`src/sv/utra_pkg.sv`:
```
// Package for the radix-to-ASCII converter: widths, character constants,
// radix clamping, digit encoding and the controller/datapath command types.
// No dependencies.
package utra_pkg;

    localparam int RADIX_W = 6;
    localparam int CHAR_W  = 7;

    localparam logic [RADIX_W-1:0] RADIX_RESET = 6'd10;
    localparam logic [RADIX_W-1:0] RADIX_MIN   = 6'd2;
    localparam logic [RADIX_W-1:0] RADIX_MAX   = 6'd36;
    localparam logic [RADIX_W-1:0] DIGIT_NINE  = 6'd9;
    localparam logic [RADIX_W-1:0] DIGIT_TEN   = 6'd10;

    localparam logic [CHAR_W-1:0] ASCII_ZERO = 7'h30;  // '0'
    localparam logic [CHAR_W-1:0] ASCII_A    = 7'h61;  // 'a'

    // Commands from the controller to the datapath
    typedef struct packed {
        logic load;   // take a new value, clear count and remainder
        logic step;   // one restoring-division bit
        logic store;  // push remainder into the digit buffer
        logic read;   // fetch the next digit, most significant first
        logic emit;   // load the output register
    } t_dp_cmd;

    // Status from the datapath to the controller
    typedef struct packed {
        logic bit_last;  // current step is the final bit of a division
        logic quo_zero;  // quotient is zero, all digits produced
        logic cnt_zero;  // no digits left in the buffer
        logic out_free;  // output register can take a digit
    } t_dp_sts;

    // Out-of-range register codes fold onto the nearest legal radix
    function automatic logic [RADIX_W-1:0] radix_clamp(input logic [RADIX_W-1:0] r);
        logic [RADIX_W-1:0] res;
        if (r < RADIX_MIN) begin
            res = RADIX_MIN;
        end else if (r > RADIX_MAX) begin
            res = RADIX_MAX;
        end else begin
            res = r;
        end
        return res;
    endfunction

    function automatic logic [CHAR_W-1:0] digit_ascii(input logic [RADIX_W-1:0] d);
        logic [CHAR_W-1:0] res;
        if (d > DIGIT_NINE) begin
            res = ASCII_A + CHAR_W'(d - DIGIT_TEN);
        end else begin
            res = ASCII_ZERO + CHAR_W'(d);
        end
        return res;
    endfunction

endpackage

```
`src/sv/utra_if.sv`:
```
// Valid/ready channel interfaces for the radix-to-ASCII converter:
// the value input and the digit output. Depends on utra_pkg.
interface utra_in_if #(
    parameter int VALUE_WIDTH = 32
);
    logic                   valid;
    logic                   ready;
    logic [VALUE_WIDTH-1:0] value;

    modport source (output valid, output value, input ready);
    modport sink   (input valid, input value, output ready);
endinterface

interface utra_out_if;
    logic                         valid;
    logic                         ready;
    logic [utra_pkg::CHAR_W-1:0]  digit_char;
    logic                         last_digit;

    modport source (output valid, output digit_char, output last_digit, input ready);
    modport sink   (input valid, input digit_char, input last_digit, output ready);
endinterface

```
`src/sv/unsigned_to_radix_ascii_top.sv`:
```
// Top level of the unsigned-to-radix ASCII converter: joins controller and
// datapath to the channel interfaces. Depends on utra_pkg, utra_if, utra_ctrl, utra_dp.
//
//  channel  dir  handshake       payload
//  i_in     in   valid/ready     value [VALUE_WIDTH-1:0]
//  o_out    out  valid/ready     digit_char [6:0], last_digit
//  cfg      in   i_cfg_we        i_cfg_wdata [5:0] (radix)
//
// One item at a time. Each digit comes from the one-bit-per-cycle restoring
// divider and is stored in the digit buffer; once all digits are produced,
// they are read back and emitted, most significant first. A new item is taken
// while the last digit of the previous one still waits in the output register.
// Output stalls hold the emit step. Reset is synchronous and active low; the
// radix returns to 10 and no memory clearing pass is needed.
module unsigned_to_radix_ascii_top #(
    parameter int VALUE_WIDTH = 32
) (
    input  logic                           i_clk,
    input  logic                           i_rst_n,
    input  logic                           i_cfg_we,
    input  logic [utra_pkg::RADIX_W-1:0]   i_cfg_wdata,
    utra_in_if.sink                        i_in,
    utra_out_if.source                     o_out
);
    import utra_pkg::*;

    t_dp_cmd cmd;
    t_dp_sts sts;
    logic    in_ready;

    assign i_in.ready = in_ready;

    // Sequencer: load, divide per digit, then drain the digit buffer
    utra_ctrl u_ctrl (
        .i_clk      (i_clk),
        .i_rst_n    (i_rst_n),
        .i_in_valid (i_in.valid),
        .o_in_ready (in_ready),
        .i_sts      (sts),
        .o_cmd      (cmd)
    );

    // Divider, digit buffer and output register
    utra_dp #(
        .VALUE_WIDTH (VALUE_WIDTH)
    ) u_dp (
        .i_clk        (i_clk),
        .i_rst_n      (i_rst_n),
        .i_cfg_we     (i_cfg_we),
        .i_cfg_wdata  (i_cfg_wdata),
        .i_value      (i_in.value),
        .i_cmd        (cmd),
        .o_sts        (sts),
        .i_out_ready  (o_out.ready),
        .o_out_valid  (o_out.valid),
        .o_digit_char (o_out.digit_char),
        .o_last_digit (o_out.last_digit)
    );

endmodule

```
`src/sv/utra_ctrl.sv`:
```
// Controller for the radix-to-ASCII converter: one-hot state machine that
// sequences load, division, digit store and digit emission. Depends on utra_pkg.
module utra_ctrl (
    input  logic              i_clk,
    input  logic              i_rst_n,
    input  logic              i_in_valid,
    output logic              o_in_ready,
    input  utra_pkg::t_dp_sts i_sts,
    output utra_pkg::t_dp_cmd o_cmd
);
    import utra_pkg::*;

    typedef enum logic [4:0] {
        S_IDLE  = 5'b00001,
        S_DIV   = 5'b00010,
        S_STORE = 5'b00100,
        S_READ  = 5'b01000,
        S_EMIT  = 5'b10000
    } t_state;

    t_state r_state, n_state;

    assign o_in_ready = (r_state == S_IDLE);

    always_comb begin
        n_state     = r_state;
        o_cmd       = '0;
        case (r_state)
            S_IDLE: begin
                if (i_in_valid) begin
                    o_cmd.load = 1'b1;
                    n_state    = S_DIV;
                end
            end
            S_DIV: begin
                o_cmd.step = 1'b1;
                if (i_sts.bit_last) begin
                    n_state = S_STORE;
                end
            end
            S_STORE: begin
                o_cmd.store = 1'b1;
                n_state     = i_sts.quo_zero ? S_READ : S_DIV;
            end
            S_READ: begin
                o_cmd.read = 1'b1;
                n_state    = S_EMIT;
            end
            S_EMIT: begin
                if (i_sts.out_free) begin
                    o_cmd.emit = 1'b1;
                    n_state    = i_sts.cnt_zero ? S_IDLE : S_READ;
                end
            end
            default: begin
                n_state = S_IDLE;
            end
        endcase
    end

    always_ff @(posedge i_clk) begin
        if (!i_rst_n) begin
            r_state <= S_IDLE;
        end else begin
            r_state <= n_state;
        end
    end

endmodule

```
`src/sv/utra_dp.sv`:
```
// Datapath for the radix-to-ASCII converter: radix register, bit-serial
// restoring divider, digit buffer memory and output register. Depends on utra_pkg.
module utra_dp #(
    parameter int VALUE_WIDTH = 32
) (
    input  logic                           i_clk,
    input  logic                           i_rst_n,
    input  logic                           i_cfg_we,
    input  logic [utra_pkg::RADIX_W-1:0]   i_cfg_wdata,
    input  logic [VALUE_WIDTH-1:0]         i_value,
    input  utra_pkg::t_dp_cmd              i_cmd,
    output utra_pkg::t_dp_sts              o_sts,
    input  logic                           i_out_ready,
    output logic                           o_out_valid,
    output logic [utra_pkg::CHAR_W-1:0]    o_digit_char,
    output logic                           o_last_digit
);
    import utra_pkg::*;

    localparam int CNT_W = $clog2(VALUE_WIDTH + 1);
    localparam int IDX_W = $clog2(VALUE_WIDTH);
    localparam int BIT_W = $clog2(VALUE_WIDTH);

    logic [RADIX_W-1:0]     r_radix;
    logic [RADIX_W-1:0]     r_rdx;
    logic [VALUE_WIDTH-1:0] r_quo;
    logic [RADIX_W-1:0]     r_rem;
    logic [BIT_W-1:0]       r_bit;
    logic [CNT_W-1:0]       r_cnt;
    logic [RADIX_W-1:0]     r_rd_digit;
    logic                   r_out_valid;
    logic [CHAR_W-1:0]      r_out_char;
    logic                   r_out_last;

    logic [RADIX_W-1:0]     mem [VALUE_WIDTH];

    logic [RADIX_W:0]       trial;
    logic                   trial_ge;
    logic [RADIX_W-1:0]     n_rem;
    logic [CNT_W-1:0]       cnt_dec;
    logic                   out_free;

    // Restoring division: shift in next dividend bit, subtract if it fits
    assign trial    = {r_rem, r_quo[VALUE_WIDTH-1]};
    assign trial_ge = (trial >= {1'b0, r_rdx});
    assign n_rem    = trial_ge ? RADIX_W'(trial - {1'b0, r_rdx}) : trial[RADIX_W-1:0];
    assign cnt_dec  = r_cnt - CNT_W'(1);
    assign out_free = !r_out_valid || i_out_ready;

    assign o_sts.bit_last = (r_bit == BIT_W'(VALUE_WIDTH - 1));
    assign o_sts.quo_zero = (r_quo == '0);
    assign o_sts.cnt_zero = (r_cnt == '0);
    assign o_sts.out_free = out_free;

    always_ff @(posedge i_clk) begin
        if (!i_rst_n) begin
            r_radix <= RADIX_RESET;
        end else if (i_cfg_we) begin
            r_radix <= i_cfg_wdata;
        end
    end

    always_ff @(posedge i_clk) begin
        if (!i_rst_n) begin
            r_cnt <= '0;
        end else if (i_cmd.load) begin
            r_cnt <= '0;
        end else if (i_cmd.store) begin
            r_cnt <= r_cnt + CNT_W'(1);
        end else if (i_cmd.read) begin
            r_cnt <= cnt_dec;
        end
    end

    always_ff @(posedge i_clk) begin
        if (i_cmd.load) begin
            r_rdx <= radix_clamp(r_radix);
            r_quo <= i_value;
            r_rem <= '0;
            r_bit <= '0;
        end else if (i_cmd.step) begin
            r_quo <= {r_quo[VALUE_WIDTH-2:0], trial_ge};
            r_rem <= n_rem;
            r_bit <= r_bit + BIT_W'(1);
        end else if (i_cmd.store) begin
            r_rem <= '0;
            r_bit <= '0;
        end
    end

    // Digit buffer, filled least significant first, drained in reverse
    always_ff @(posedge i_clk) begin
        if (i_cmd.store) begin
            mem[r_cnt[IDX_W-1:0]] <= r_rem;
        end
    end

    always_ff @(posedge i_clk) begin
        if (i_cmd.read) begin
            r_rd_digit <= mem[cnt_dec[IDX_W-1:0]];
        end
    end

    always_ff @(posedge i_clk) begin
        if (!i_rst_n) begin
            r_out_valid <= 1'b0;
        end else if (i_cmd.emit) begin
            r_out_valid <= 1'b1;
        end else if (i_out_ready) begin
            r_out_valid <= 1'b0;
        end
    end

    always_ff @(posedge i_clk) begin
        if (i_cmd.emit) begin
            r_out_char <= digit_ascii(r_rd_digit);
            r_out_last <= (r_cnt == '0);
        end
    end

    assign o_out_valid  = r_out_valid;
    assign o_digit_char = r_out_char;
    assign o_last_digit = r_out_last;

    a_store_room: assert property (@(posedge i_clk) disable iff (!i_rst_n)
        i_cmd.store |-> (r_cnt != CNT_W'(VALUE_WIDTH)))
        else $error("digit buffer overrun");

    a_read_nonempty: assert property (@(posedge i_clk) disable iff (!i_rst_n)
        i_cmd.read |-> (r_cnt != '0))
        else $error("read from empty digit buffer");

    a_emit_free: assert property (@(posedge i_clk) disable iff (!i_rst_n)
        i_cmd.emit |-> out_free)
        else $error("output register overwritten");

    a_last_then_empty: assert property (@(posedge i_clk) disable iff (!i_rst_n)
        (i_cmd.emit && r_cnt == '0) |=> (r_cnt == '0 && o_last_digit))
        else $error("last digit flag out of step with buffer");

endmodule
```
`src/flat_wrapper.sv`:
```
// flat-port wrapper written by rule: the top's interface ports become plain ports
module unsigned_to_radix_ascii_top_flat import utra_pkg::*;
#(
    parameter int VALUE_WIDTH = 32
)
  (i_clk, i_rst_n, i_cfg_we, i_cfg_wdata, i_in_valid, i_in_value, i_in_ready, o_out_valid, o_out_digit_char, o_out_last_digit, o_out_ready);
  utra_in_if #(.VALUE_WIDTH(VALUE_WIDTH)) i_in_i ();
  utra_out_if o_out_i ();
  input  logic i_clk;
  input  logic i_rst_n;
  input  logic i_cfg_we;
  input  logic [utra_pkg::RADIX_W-1:0] i_cfg_wdata;
  input wire logic [$bits(i_in_i.valid)-1:0] i_in_valid;
  input wire logic [$bits(i_in_i.value)-1:0] i_in_value;
  output wire logic [$bits(i_in_i.ready)-1:0] i_in_ready;
  output wire logic [$bits(o_out_i.valid)-1:0] o_out_valid;
  output wire logic [$bits(o_out_i.digit_char)-1:0] o_out_digit_char;
  output wire logic [$bits(o_out_i.last_digit)-1:0] o_out_last_digit;
  input wire logic [$bits(o_out_i.ready)-1:0] o_out_ready;
  assign i_in_i.valid = i_in_valid;
  assign i_in_i.value = i_in_value;
  assign i_in_ready = i_in_i.ready;
  assign o_out_valid = o_out_i.valid;
  assign o_out_digit_char = o_out_i.digit_char;
  assign o_out_last_digit = o_out_i.last_digit;
  assign o_out_i.ready = o_out_ready;
  unsigned_to_radix_ascii_top #(.VALUE_WIDTH(VALUE_WIDTH)) u_core (.i_clk(i_clk), .i_rst_n(i_rst_n), .i_cfg_we(i_cfg_we), .i_cfg_wdata(i_cfg_wdata), .i_in(i_in_i), .o_out(o_out_i));
endmodule
```
`config.mk`:
```
export PLATFORM = sky130hd
export DESIGN_NAME = unsigned_to_radix_ascii_top_flat
export DESIGN_NICKNAME = d
export VERILOG_FILES = /design/src/sv/utra_pkg.sv /design/src/sv/utra_if.sv /design/src/sv/unsigned_to_radix_ascii_top.sv /design/src/sv/utra_ctrl.sv /design/src/sv/utra_dp.sv /design/src/flat_wrapper.sv
export SDC_FILE = /design/constraint.sdc
export NUM_CORES = 1
export LEC_CHECK = 0
export BUFFER_PORTS_ARGS = -buffer_cell sky130_fd_sc_hd__buf_2
export CAP_MARGIN = 10
export CORE_MARGIN = 2
export CORE_UTILIZATION = 45
export DETAILED_ROUTE_END_ITERATION = 12
export GPL_TIMING_DRIVEN = 1
export MAX_ROUTING_LAYER = met4
export PLACE_DENSITY = 0.71
export SETUP_SLACK_MARGIN = 0.5
export SYNTH_ARGS = -nofsm -noshare
export SYNTH_HDL_FRONTEND = slang
export SYNTH_HIERARCHICAL = 1
export SYNTH_SLANG_ARGS = --single-unit
```
`constraint.sdc`:
```
create_clock -name i_clk -period 5.9 [get_ports i_clk]
set_clock_uncertainty 0.05 [all_clocks]
set_input_delay 0.885 -clock i_clk [delete_from_list [all_inputs] [get_ports i_clk]]
set_output_delay 0.885 -clock i_clk [all_outputs]
set_load 0.02 [all_outputs]
```
# == Word-level counts from Yosys, hierarchy flattened ==
# Memories as Yosys holds them, arrays and structs flattened. A register that Yosys moved wholly into a read port is not among the register bits.
# Cells that the tools add are included.
# op_classes
magnitude_cmp,4
n_reduce_logical,11
addsub,7
bitwise,1
muxes,28
eq_ne,9
# ops
operator,count
two-way mux 32 bit,2
two-way mux 6 bit,6
zero test 32 bit,1
two-way mux 5 bit,5
case mux 5 bit (5 select lines),1
two-way mux 1 bit,11
"equality test 5 bit, second input constant",2
two-way mux 4 bit,2
nonzero test 2 bit,4
"adder 6 x 6 -> 7 bit, first input constant",1
"adder 7 bit, first input constant",1
>= comparator 7 x 6 -> 1 bit,1
two-way mux 7 bit,1
"subtractor 6 x 4 -> 7 bit, second input constant",1
"adder 6 x 1 -> 6 bit, second input constant",1
"greater-than comparator 6 x 4 -> 1 bit, second input constant",1
"greater-than comparator 6 bit, second input constant",1
zero test 6 bit,1
"less-than comparator 6 x 2 -> 1 bit, second input constant",1
"subtractor 6 x 1 -> 6 bit, second input constant",1
subtractor 6 bit,1
"adder 5 x 1 -> 5 bit, second input constant",1
"equality test 5 x 1 -> 1 bit, second input constant",1
"equality test 5 x 2 -> 1 bit, second input constant",1
other kinds (9),11
# totals
out_inout_bits,10
ff_bits,75
wordCells,72
n_memories,1
inputBits,43
ram_bits,192
# memory_table
memory,depth,word_bits,rd,rd_clocked_by_memory_dff,wr,line_no,source
u_core.u_dp.mem,32,6,1,1,1,utra_dp.sv:35,logic [RADIX_W-1:0] mem [VALUE_WIDTH];

# == Depth between registers and ports, before layout ==
# logic_depth
word_depth,5
depth_mapped,10
depth_no_buf,9

# == Hierarchy ==
# Netlist, hierarchy kept.
# modules_own_cells
mod,cells_per_inst,seq_area_each_um2,area_each_um2,instances
utra_dp,669,7807.5,11313.4,1
utra_ctrl,40,100.1,321.6,1

# == Worst setup path before layout ==
# No wires, ideal clock.
# synth_path
path_type,register -> register
start,register u_core.u_dp.r_cnt[0]
end,register u_core.u_dp.r_rd_digit[3] (read register of u_core.u_dp.mem) (data pin)
required_time_ns,5.595
path_slack_ns,3.227
stages_incl_launch_ff,11
n_path_buf,4
arrival_ns,2.368
setup_ns,0.255
period_less_slack_ns,2.673
path_cell_list,dfxtp_1 -> buf_2 -> buf_4 -> inv_1 -> ha_1 -> clkbuf_1 -> clkbuf_1 -> mux4_2 -> mux2_2 -> o22ai_1 -> nor2_1
# synth_between
elab_chain_cells,1
# synth_lines
element,line_no,source
"start, declared",utra_dp.sv:29,logic [CNT_W-1:0] r_cnt;
"start signal, assigned",utra_dp.sv:69,r_cnt <= r_cnt + CNT_W'(1);
"start signal, assigned",utra_dp.sv:71,r_cnt <= cnt_dec;
subtractor 6 x 1 -> 6 bit,utra_dp.sv:47,assign cnt_dec = r_cnt - CNT_W'(1);
"end, declared",utra_dp.sv:30,logic [RADIX_W-1:0] r_rd_digit;
# No other way between the ends.
# A chain may end at the register's enable or synchronous reset.

# == Worst setup path after layout ==
# layout_path
start,register u_core.u_dp.r_cnt[0]
end,register u_core.u_dp.r_rd_digit[1] (read register of u_core.u_dp.mem) (data pin)
# Same word-level chain as after synthesis.

==> results.cfg <==
[worst_hold_path]
hold-path-cell-count = 2
hold_class = reg -> reg

[clock_network]
clockBufferDepth = 3
htree_num_levels = 1
clock_latency_ns = 0.55
cts_inserted_buffers = 28
cts_hold_buf = 0
cts_resized = 0
cts_setup_buffers = 0
path_clk_slew_ns = 0.06
cts_tree = yes
clockRootBuffer = clkbuf_16
cts_sinks = 273

[critical_path]
worst-setup-path-type = reg -> reg
end_kind = flip-flop
cp.arrival_ns = 4.01
crit_required_ns = 6.15
path_cells = inv_1 -> ha_2 -> buf_4 -> mux4_2 -> mux2_2 -> o22ai_1 -> nor2_1
critical_path.max_fanout = 55
crit_path_top_delay_cell = dfxtp_4
ff2ff_path_depth = 7
worstSetupStartpointType = flip-flop
slowest_delay_ns = 0.99

[synthesis]
synthXorXnorAreaFrac_pct = 1.204
yosysWarningCount = 6
synthFlopType = edfxtp_1
seq_area_frac_synth_pct = 67.96
synth_edf_count = 244
synthSimpleGateAreaFrac_pct = 6.861
ys_ff_latch = 273
synth_nets = 772
synthCells = 709
yosys.area_share.adder_pct = 2.301
synthArstFlopShare_pct = 0
synth_area_mm2 = 0.01163
synth-compound-area-share_pct = 4.033
ys_types = 56
synth.avg_cell_area_um2 = 16.41
synth_top_family_by_area = multiplexers
synthMuxAreaShare_pct = 15.71

[die]
rows = 58
ios = 53
die_area_mm2 = 0.02716
die_w_um = 164.8
core_mm2 = 0.02525
start_util_pct = 46.07
die_height_um = 164.8

[detailed_routing]
drc = 0
wire_per_inst_um = 19.77
wl_mm = 22.14
viasPerCell = 5.497
num_vias = 6157
drt-pass1-iter-count = 5
antenna_left = 0
drt_iter0_markers = 443

[pwr]
p_int_mw = 3.176
power_density_mw_per_mm2 = 303.8
comb_power_share_pct = 3.8
p_clk_share_pct = 41.8
netSwitchingPower_uw = 809.1
sw_frac_of_total_pct = 20.30
leakage_nw = 4.542
total_power_mw = 3.985
ir_worst_vdd_v = 0.0002589
p_seq_share_pct = 54.4

[global_routing]
grt_pass1_vias = 6177
grt.overflow.total = 0
antenna_found_initial = 1
grtUsageTotal_pct = 17.07
grt_pass1_wl_mm = 34.43
grt_max_degree = 56

[cells_and_area]
drive_gt1_share_pct = 26.11
instances_no_fill = 1120
final_cell_mix = edfxtp_1 (244), nor2_1 (66), buf_2 (52), mux4_2 (48), mux2_2 (45)
n_fill_cell = 2066
final_common_cell = edfxtp_1
area_growth_pct = 12.72
layout.nets = 833
multi_input_area_mm2 = 0.003515
seq_area_mm2 = 0.007911

[job]
cap_violations = 0

[outcome]
status = finished, final reports clean

[sta]
fin_crit_sh_pct = 63.71
hold_violations = 0
fin_hold_ws_ns = 0.4575
slew_viol_final = 0
setup_violations = 0
tns_ns = 0
fin_crit_ns = 3.759
fmax_mhz = 266.0
tightest_slew_ns = 1.190
grt_setup_unrepaired = no
relSlewSlack_pct = 20.18

[placed_design]
dp_hpwl_mm = 14.14
dp.cells = 1070
numPortBuffers = 52
globalplace.congestion = 0.8030
[stage by stage]
| step | util, % | cell area, um^2 | setup slack, ns |
|---|---|---|---|
| 5_1_grt | 51.93 | 13120 | 1.805 |
| 3_5_place_dp | 48.50 | 12250 | 2.026 |
| 3_3_place_gp | 48.50 | 12250 | 2.138 |
| 6_report | 51.93 | 13120 | 2.141 |
| 2_1_floorplan | - | 11630 | 3.227 |
| 4_1_cts | 51.92 | 13110 | 2.029 |
[registers in the layout, summed over array words and instances, names as in the netlist]
| signal | cells |
|---|---|
| u_core/u_dp/r_rdx | 6 |
| u_core/u_dp/mem | 192 |
| u_core/u_dp/r_rd_digit | 6 |
| u_core/u_dp/o_out_valid | 1 |
| u_core/u_dp/r_cnt | 6 |
| u_core/u_ctrl/r_state | 5 |
| u_core/u_dp/r_rem | 6 |
| u_core/u_dp/r_radix | 6 |
| u_core/u_dp/o_digit_char | 7 |
| u_core/u_dp/r_quo | 32 |
| u_core/u_dp/r_bit | 5 |
| u_core/u_dp/o_last_digit | 1 |
[cells by family (layout without fill, tap and decap cells)]
logic type / count (synthesis) / after routing
multiplexers: 117 / 117
other: 0 / 1
XOR/XNOR: 16 / 16
flip-flops: 273 / 273
AO/OA/AOI/OAI: 69 / 69
adder cells (fa/ha/maj): 21 / 21
AND/OR/NAND/NOR: 160 / 160
buffers and inverters: 53 / 133
[metal layers]
layer  GRT usage (%)  up-vias  part of all wire [%]
met5               -        -                     0
met1           22.85     3047                    44
met2           27.23      187                    48
met3           3.390       36                   6.3
li1                -     2887                     -
met4           4.032        0                   2.1
[worst max-delay path: cells and delay by family, from the launching register on]
family,cells,cell delay [ns]
adder cells (fa/ha/maj),1,0.69
AO/OA/AOI/OAI,1,0.22
flip-flops,1,0.99
multiplexers,2,0.69
AND/OR/NAND/NOR,1,0.06
buffers and inverters,2,0.80
[cell type report]
class | count | area share (%)
sequential | 273 | 60.32
multi-input combinational | 383 | 26.80
clock inverter | 14 | 1.040
timing repair buffer | 60 | 2.442
clock buffer | 35 | 5.543
antenna | 1 | 0.01908
tap | 330 | 3.148
inverter | 24 | 0.6869
[power by group through the flow]
| stage | clock network, mW | registers (mW) | logic [mW] |
|---|---|---|---|
| 4_1_cts | 1.70 | 2.17 | 0.153 |
| 3_3_place_gp | 0 | 2.21 | 0.150 |
| 2_1_floorplan | 0 | 2.20 | 0.110 |
| 6_report | 1.67 | 2.17 | 0.152 |
| 5_1_grt | 1.76 | 2.17 | 0.170 |
| 3_5_place_dp | 0 | 2.21 | 0.154 |
[synthesized netlist by cell type (3+ instances only)]
cell type    n  area (um^2)
a211oi_1     4        30.03
a21oi_1     13        65.06
a22o_1       6        52.55
buf_1        6        22.52
buf_2       11        55.05
buf_4        3        22.52
clkbuf_1     9        33.78
dfxtp_1     29        580.6
edfxtp_1   244         7327
ha_1        19        237.7
inv_1       24        90.09
mux2_2      45        506.7
mux2i_1     24        240.2
mux4_2      48         1081
nand2_1     24        90.09
nand2b_1    10        62.56
nand3_1      5        25.02
nand3b_1     7        52.55
nor2_1      66        247.7
nor2b_1      9        56.30
nor3_1       6        30.03
nor3b_1      4        30.03
nor4_1      11        68.82
o211ai_1     3        22.52
o21a_1       3        22.52
o21ai_0     15        75.07
o22ai_1      8        50.05
or3_1        5        31.28
xnor2_1     11        96.34
xor2_1       5        43.79
[final timing paths]
| check | from | to | slack, ns |
|---|---|---|---|
| hold reg to reg | u_core/u_dp/r_bit[2]$_SDFFE_PP0P_ | u_core/u_dp/r_bit[2]$_SDFFE_PP0P_ | 0.46 |
| setup reg to reg | u_core/u_dp/r_cnt[0]$_SDFFE_PP0P_ | u_core/u_dp/r_rd_digit[1]$_DFFE_PP_ | 2.14 |
| setup / recovery | u_core/u_dp/r_cnt[0]$_SDFFE_PP0P_ | u_core/u_dp/r_rd_digit[1]$_DFFE_PP_ | 2.14 |
| hold / removal | u_core/u_dp/r_bit[2]$_SDFFE_PP0P_ | u_core/u_dp/r_bit[2]$_SDFFE_PP0P_ | 0.46 |
Power figures use the tool's default switching activity.
